[src/sv/qmd_pkg.sv]
// Shared types and constants for the queue with middle delete.
package qmd_pkg;

    localparam int CAPACITY = 16;
    localparam int CNT_W    = $clog2(CAPACITY + 1);
    localparam int IDX_W    = $clog2(CAPACITY);
    localparam int VAL_W    = 32;
    localparam int EA_W     = 5;

    typedef enum logic [1:0] {
        ACT_PUSH     = 2'd0,
        ACT_POP      = 2'd1,
        ACT_READ_MID = 2'd2,
        ACT_DEL_MID  = 2'd3
    } t_action;

    typedef enum logic [1:0] {
        ST_OK    = 2'd0,
        ST_EMPTY = 2'd1,
        ST_FULL  = 2'd2
    } t_status;

    typedef struct packed {
        t_action                   action;
        logic signed [VAL_W-1:0]   push_value;
    } t_in_word;

    typedef struct packed {
        logic signed [VAL_W-1:0]   result_value;
        t_status                   status;
        logic [EA_W-1:0]           entries_after;
    } t_out_word;

    typedef logic [CNT_W-1:0] t_cnt;
    typedef logic [IDX_W-1:0] t_idx;

    localparam logic signed [VAL_W-1:0] EMPTY_VALUE = -32'sd1;

endpackage

[src/sv/qmd_in_reg.sv]
// Input register stage: holds one request word until the store takes it.
module qmd_in_reg (
    input  logic             i_clk,
    input  logic             i_rst_n,
    input  logic             i_valid,
    input  qmd_pkg::t_in_word i_word,
    input  logic             i_take,
    output logic             o_valid,
    output qmd_pkg::t_in_word o_word
);
    import qmd_pkg::*;

    logic     r_vld;
    t_in_word r_word;
    logic     w_load;

    // load when empty or when the held word is taken this cycle
    assign w_load = i_valid && (!r_vld || i_take);

    always_ff @(posedge i_clk) begin
        if (!i_rst_n) begin
            r_vld <= 1'b0;
        end else if (w_load) begin
            r_vld <= 1'b1;
        end else if (i_take) begin
            r_vld <= 1'b0;
        end
    end

    always_ff @(posedge i_clk) begin
        if (w_load) begin
            r_word <= i_word;
        end
    end

    assign o_valid = r_vld;
    assign o_word  = r_word;

endmodule

[src/sv/qmd_store.sv]
// Entry cells and fill count; works out one request's result and next state.
module qmd_store (
    input  logic              i_clk,
    input  logic              i_rst_n,
    input  logic              i_en,
    input  qmd_pkg::t_in_word i_word,
    output qmd_pkg::t_out_word o_res
);
    import qmd_pkg::*;

    logic signed [VAL_W-1:0] r_cell [CAPACITY];
    logic signed [VAL_W-1:0] n_cell [CAPACITY];
    t_cnt                    r_count;
    t_cnt                    n_count;
    t_idx                    w_mid;
    t_idx                    w_tail;
    logic                    w_empty;
    logic                    w_full;

    assign w_empty = (r_count == '0);
    assign w_full  = (r_count == t_cnt'(CAPACITY));
    // lower middle: (count-1)/2
    assign w_mid   = IDX_W'((r_count - t_cnt'(1)) >> 1);
    assign w_tail  = IDX_W'(r_count);

    // per-cell next value: write at tail, or shift toward head
    always_comb begin
        n_cell  = r_cell;
        n_count = r_count;
        case (i_word.action)
            ACT_PUSH: begin
                if (!w_full) begin
                    n_cell[w_tail] = i_word.push_value;
                    n_count        = r_count + t_cnt'(1);
                end
            end
            ACT_POP: begin
                if (!w_empty) begin
                    for (int i = 0; i < CAPACITY - 1; i++) begin
                        n_cell[i] = r_cell[i+1];
                    end
                    n_count = r_count - t_cnt'(1);
                end
            end
            ACT_DEL_MID: begin
                if (!w_empty) begin
                    for (int i = 0; i < CAPACITY - 1; i++) begin
                        if (IDX_W'(i) >= w_mid) begin
                            n_cell[i] = r_cell[i+1];
                        end
                    end
                    n_count = r_count - t_cnt'(1);
                end
            end
            default: ;
        endcase
    end

    // result word
    always_comb begin
        o_res.result_value  = '0;
        o_res.status        = ST_OK;
        o_res.entries_after = EA_W'(32'(n_count));
        case (i_word.action)
            ACT_PUSH: begin
                if (w_full) begin
                    o_res.status = ST_FULL;
                end
            end
            ACT_POP: begin
                o_res.result_value = r_cell[0];
            end
            ACT_READ_MID, ACT_DEL_MID: begin
                o_res.result_value = r_cell[w_mid];
            end
            default: ;
        endcase
        if (i_word.action != ACT_PUSH && w_empty) begin
            o_res.result_value = EMPTY_VALUE;
            o_res.status       = ST_EMPTY;
        end
    end

    always_ff @(posedge i_clk) begin
        if (!i_rst_n) begin
            r_count <= '0;
        end else if (i_en) begin
            r_count <= n_count;
        end
    end

    always_ff @(posedge i_clk) begin
        if (i_en) begin
            r_cell <= n_cell;
        end
    end

endmodule

[src/sv/queue_with_middle_delete_core.sv]
// Queue with middle delete: input register, entry cells and result register.
// A request word passes through the input register and then the result register before its result word is presented.
// Throughput: one request word per cycle while the output is not stalled; every cell shifts or loads in parallel.
// The input register and result register decouple the two sides under stall.
// Reset (synchronous, active low) empties the queue; cell contents stay undefined.
module queue_with_middle_delete_core (
    input  logic               i_clk,
    input  logic               i_rst_n,
    input  logic               i_in_valid,
    output logic               o_in_stall,
    input  qmd_pkg::t_in_word  i_in_word,
    output logic               o_out_valid,
    input  logic               i_out_stall,
    output qmd_pkg::t_out_word o_out_word
);
    import qmd_pkg::*;

    logic      w_req_vld;
    t_in_word  w_req;
    t_out_word w_res;
    logic      w_proc;
    logic      r_out_vld;
    t_out_word r_out_word;

    // a held request is processed when the result register can take it
    assign w_proc     = w_req_vld && (!r_out_vld || !i_out_stall);
    assign o_in_stall = w_req_vld && !w_proc;

    qmd_in_reg u_in_reg (
        .i_clk   (i_clk),
        .i_rst_n (i_rst_n),
        .i_valid (i_in_valid),
        .i_word  (i_in_word),
        .i_take  (w_proc),
        .o_valid (w_req_vld),
        .o_word  (w_req)
    );

    qmd_store u_store (
        .i_clk   (i_clk),
        .i_rst_n (i_rst_n),
        .i_en    (w_proc),
        .i_word  (w_req),
        .o_res   (w_res)
    );

    // result register
    always_ff @(posedge i_clk) begin
        if (!i_rst_n) begin
            r_out_vld <= 1'b0;
        end else if (w_proc) begin
            r_out_vld <= 1'b1;
        end else if (!i_out_stall) begin
            r_out_vld <= 1'b0;
        end
    end

    always_ff @(posedge i_clk) begin
        if (w_proc) begin
            r_out_word <= w_res;
        end
    end

    assign o_out_valid = r_out_vld;
    assign o_out_word  = r_out_word;

endmodule
[config.mk]
export PLATFORM = sky130hd
export DESIGN_NAME = queue_with_middle_delete_core
export DESIGN_NICKNAME = d
export VERILOG_FILES = /design/src/sv/qmd_pkg.sv /design/src/sv/qmd_in_reg.sv /design/src/sv/qmd_store.sv /design/src/sv/queue_with_middle_delete_core.sv
export SDC_FILE = /design/constraint.sdc
export NUM_CORES = 1
export LEC_CHECK = 0
export ABC_AREA = 1
export BUFFER_PORTS_ARGS = -buffer_cell sky130_fd_sc_hd__buf_4
export CORE_ASPECT_RATIO = 0.7
export CORE_MARGIN = 2
export CORE_UTILIZATION = 57
export CTS_BUF_LIST = sky130_fd_sc_hd__clkbuf_16
export DETAILED_ROUTE_END_ITERATION = 10
export PLACE_DENSITY = 0.77
export RECOVER_POWER = 25
export SLEW_MARGIN = 15
export SYNTH_ARGS = -nofsm -noshare
export SYNTH_HDL_FRONTEND = slang
export SYNTH_SLANG_ARGS = --single-unit
[constraint.sdc]
create_clock -name i_clk -period 6 [get_ports i_clk]
set_input_delay 0.6 -clock i_clk [delete_from_list [all_inputs] [get_ports i_clk]]
set_output_delay 0.6 -clock i_clk [all_outputs]
set_load 0.1 [all_outputs]
==> results by stage <==
Logic synthesis:
- For this run, the number of Yosys warnings is 0.
- After synthesis, the mean cell area works out to 8.87 sq um.
- The largest family of logic cells by synthesized area is simple AND/OR/NAND/NOR gates.
- The post-synthesis xor/xnor area fraction is 0.0582%.
- The number of distinct library cells after synthesis is 26.
- The synthesized instance count is 3394.
- The area share of and/or/nand/nor cells after synthesis is 17.9%.
- The multiplexer share of the synthesized area is 0%.
- Synthesis inferred around 600 register bits.
- The number of nets in the synthesized netlist is 3436.
- The cell area after technology mapping is 0.0301 sq mm.
- The proportion of synthesized chip area in sequential cells is 58.8%.
- The synthesized-area fraction occupied by adder cells is 0.166%.
- The synthesized netlist devotes 13.2% of its cell area to compound gates.

Setup path:
- For the worst setup path, the data required time is 6.29 ns.
- The most numerous cell on the critical path is nand2_1.
- The slowest stage cell on the critical path is nand2_1.
- The startpoint class of the critical path is a register.
- In this run the critical register-to-register path is launched from u_store.r_count[0].
- The endpoint kind of the worst setup timing path is a register.
- The critical path in this run is classified as register to register.
- The largest fanout on the critical path is 33.
- The source of the critical timing path is u_store.r_count[0].
- Traced cell by cell, the critical path runs through inv_1 -> ha_4 -> nand2_2 -> inv_1 -> nand2_1 -> nand2_1 -> nand2_1 -> nand2_2 -> inv_1 -> nand2_1 -> a21oi_4 -> buf_4.
- The signal arrival time at the worst endpoint is 5.37 ns.
- On the worst path, the slowest cell contributes a delay of 1.34 ns.

Power:
- The cell leakage power is 13.6 nW.
- The switching component of the power is 0.00315 W.
- The peak ir drop on the vdd network is 0.239 mV.
- The power per cell area is 315 mW/mm^2.
- The power share of the clock group is between 30% and 40%.
- Of the total power, the share spent switching nets is 30.6%.
- Per report_power, the sequential group accounts for a little under half of the total.
- The combinational share of power is a little under a fifth.
- The design draws 0.0103 W.
- The internal portion of the total power is around 0.0071 W.

Timing:
- The final setup TNS is 0 ns.
- Hold is met by 0.170 ns.
- The worst-case headroom to the max-slew limit is -82.6%.
- The worst-case clock skew is 0.0187 ns.
- The minimum clock period after layout is 5.07 ns.
- Setup repair after global routing left no endpoint under its margin.
- The post-route fraction of the period consumed by the critical path is between 80% and 90%.
- Setup violations remaining at the end of the flow were counted as 0.
- The final count of hold timing violations is 0.
- At the pin with the least slew margin, the transition time is 2.74 ns.
- The max-slew violation count is 102.
- The achievable clock frequency is 197 MHz.

Finish:
- The final-layout fill cell count is 4222.
- After routing the design area is 0.0327 sq mm.
- The fraction of layout cells with a size suffix above 1 is approximately 6.1%.
- From synthesis to final layout, the design area changed by 8.52%.
- The area occupied by registers is approximately 0.018 sq mm.
- The final layout contains 3365 nets.
- The area of combinational cells with multiple inputs is 0.00960 sq mm.
- Leaving out fill and tap cells, the most frequent cell in the layout is nand2_1.
- The top cell types in the final layout, fill and taps aside, are 1181 x nand2_1, 585 x edfxtp_1, 473 x inv_1, 400 x o22ai_1, 215 x o21ai_0.

CTS:
- The number of clock sinks is 592.
- The count of H-tree levels built during CTS is 2.
- The latest clock arrival within the worst-skew pair is 0.63 ns.
- The number of clock buffers added by TritonCTS is 56.
- TritonCTS built the clock tree.
- In this run the clock root is driven by a clkbuf_16.
- Once the clock tree was built, the resizer swapped 0 gates to a different size.
- The number of hold buffers added after CTS was 0.
- The post-CTS setup buffer count is 0.
- The clock transition time at the flip-flop clock pins of the worst setup and hold paths is 0.06 ns.
- The clock passes through at most 3 buffers.

Placement:
- The placed instances occupy a cell area of 0.0309 sq mm.
- After legalization and detailed placement, the total HPWL measured 54300 um.
- The number of buffer cells added on primary ports is a little under 80.
- The routability congestion estimate from global placement is 0.920.

GRT:
- The total global routing track utilization is ~33%.
- Entering global routing, the biggest net connects ~200 pins.
- The first global-routing pass estimated 139000 um of wire.
- The number of global-route vias before repair is between 20000 and 25000.
- After global routing the overflow that remains totals 0.
- The number of antenna violations at the first check in global routing was 2.

Detailed routing:
- The via count is about 25000.
- The average vias per placed instance is about 6.2.
- The count of nets left with antenna violations once routing finished came out at 0.
- The first-pass iteration count of the detailed router is 6.
- For this block, the routed nets add up to 92100 um of wire.
- In the final routed layout, each cell accounts on average for 22.7 um.
- For this run, design rule violations remaining after detail routing come to 0.
- After the first detailed-routing iteration, the DRC count stood at about 4400.

Status:
- The final reports fail on max-capacitance violations, max-slew violations.
- The flow ran to the end, but the final reports show violations.

Floorplan:
- The count of pins on the block boundary is 79.
- The placement row count is 70.
- The height of the die is 196 um.
- The full die area is 0.0547 sq mm.
- The width of the chip is 279 um.
- The initial utilization of the core area, before any placement, comes to 57.7%.
- The region available for standard cell placement spans 0.0522 sq mm.

Hold path:
- The worst hold-check path type is input port to register.
- The startpoint identified for the worst hold timing path is i_in_word[13].

Job:
- The number of maximum-capacitance violations is 3.
flip-flops by register name, indices dropped and copies added, names as in the netlist:
name and count:
u_store.r_cell 512, o_out_word 39, u_in_reg.o_word 34, u_store.r_count 5
o_out_valid 1, u_in_reg.o_valid 1
worst max-delay path, delay by kind of cell (launching register included):
family | cells | cell delay, ns
fa+ha+maj | 1 | 0.23
compound gates | 1 | 0.75
flops | 1 | 0.43
buf+inv | 4 | 1.01
simple gates | 6 | 2.29
logic make-up after synthesis:
logic type,after synthesis
flip-flops,592
XOR/XNOR,2
adder cells (fa/ha/maj),4
AND/OR/NAND/NOR,1375
buffers and inverters,730
AO/OA/AOI/OAI,691
power groups by stage:
stage / registers [W] / clock network (W) / logic (W)
2_1_floorplan: 0.00501 / 0 / 0.00119
3_3_place_gp: 0.00487 / 0 / 0.00182
3_5_place_dp: 0.00487 / 0 / 0.00186
4_1_cts: 0.00478 / 0.00358 / 0.00188
5_1_grt: 0.00479 / 0.00375 / 0.00206
6_report: 0.00478 / 0.00358 / 0.00192
per-stage QoR:
stage          cells  utilization [%]  worst slack (ns)
6_report        4056             62.6             0.926
3_5_place_dp    3946             59.3              1.70
4_1_cts         4052             62.7              1.67
3_3_place_gp    3945             59.2              1.84
5_1_grt         4055             62.6             0.764
2_1_floorplan   3394                -           0.00531
path summary, 6_finish.rpt:
check | cells after the start | to | slack [ns]
hold / removal | 1 | u_in_reg.o_word[13] | 0.17
setup / recovery | 12 | u_store.r_cell[411] | 0.93
setup reg to reg | 12 | u_store.r_cell[411] | 0.93
hold reg to reg | 0 | u_store.r_cell[0] | 0.50
final cells by class:
| type | count | area share, % |
|---|---|---|
| diodes | 1 | 0.00766 |
| clock buffers | 57 | 4.37 |
| clock inverters | 49 | 1.18 |
| inverters | 470 | 5.43 |
| multi-input cells | 2072 | 29.4 |
| flip-flops and latches | 592 | 54.2 |
| well taps | 684 | 2.62 |
| repair buffers | 131 | 2.79 |
cell usage after synthesis (all sizes together):
master / n / area [sq um]
nand4: 2 / 12.5
ha: 4 / 50.1
dfxtp: 7 / 140
o211ai: 1 / 7.51
nand3: 133 / 678
nor2: 45 / 191
nor3b: 1 / 7.51
nand2: 1188 / 4470
xor2: 2 / 17.5
clkbuf: 111 / 417
inv: 470 / 1760
nor3: 6 / 30.0
buf: 149 / 791
a21oi: 45 / 225
edfxtp: 585 / 17600
o21ai: 245 / 1230
o22ai: 400 / 2500
layer usage:
layer	up-vias	share of wire [%]	track usage, %
met5	-	0.021	0
met4	2	3.7	13.1
met3	241	14	7.01
met2	1952	43	49.1
met1	11827	39	48.0
li1	11268	-	-
Power figures use the tool's default switching activity.
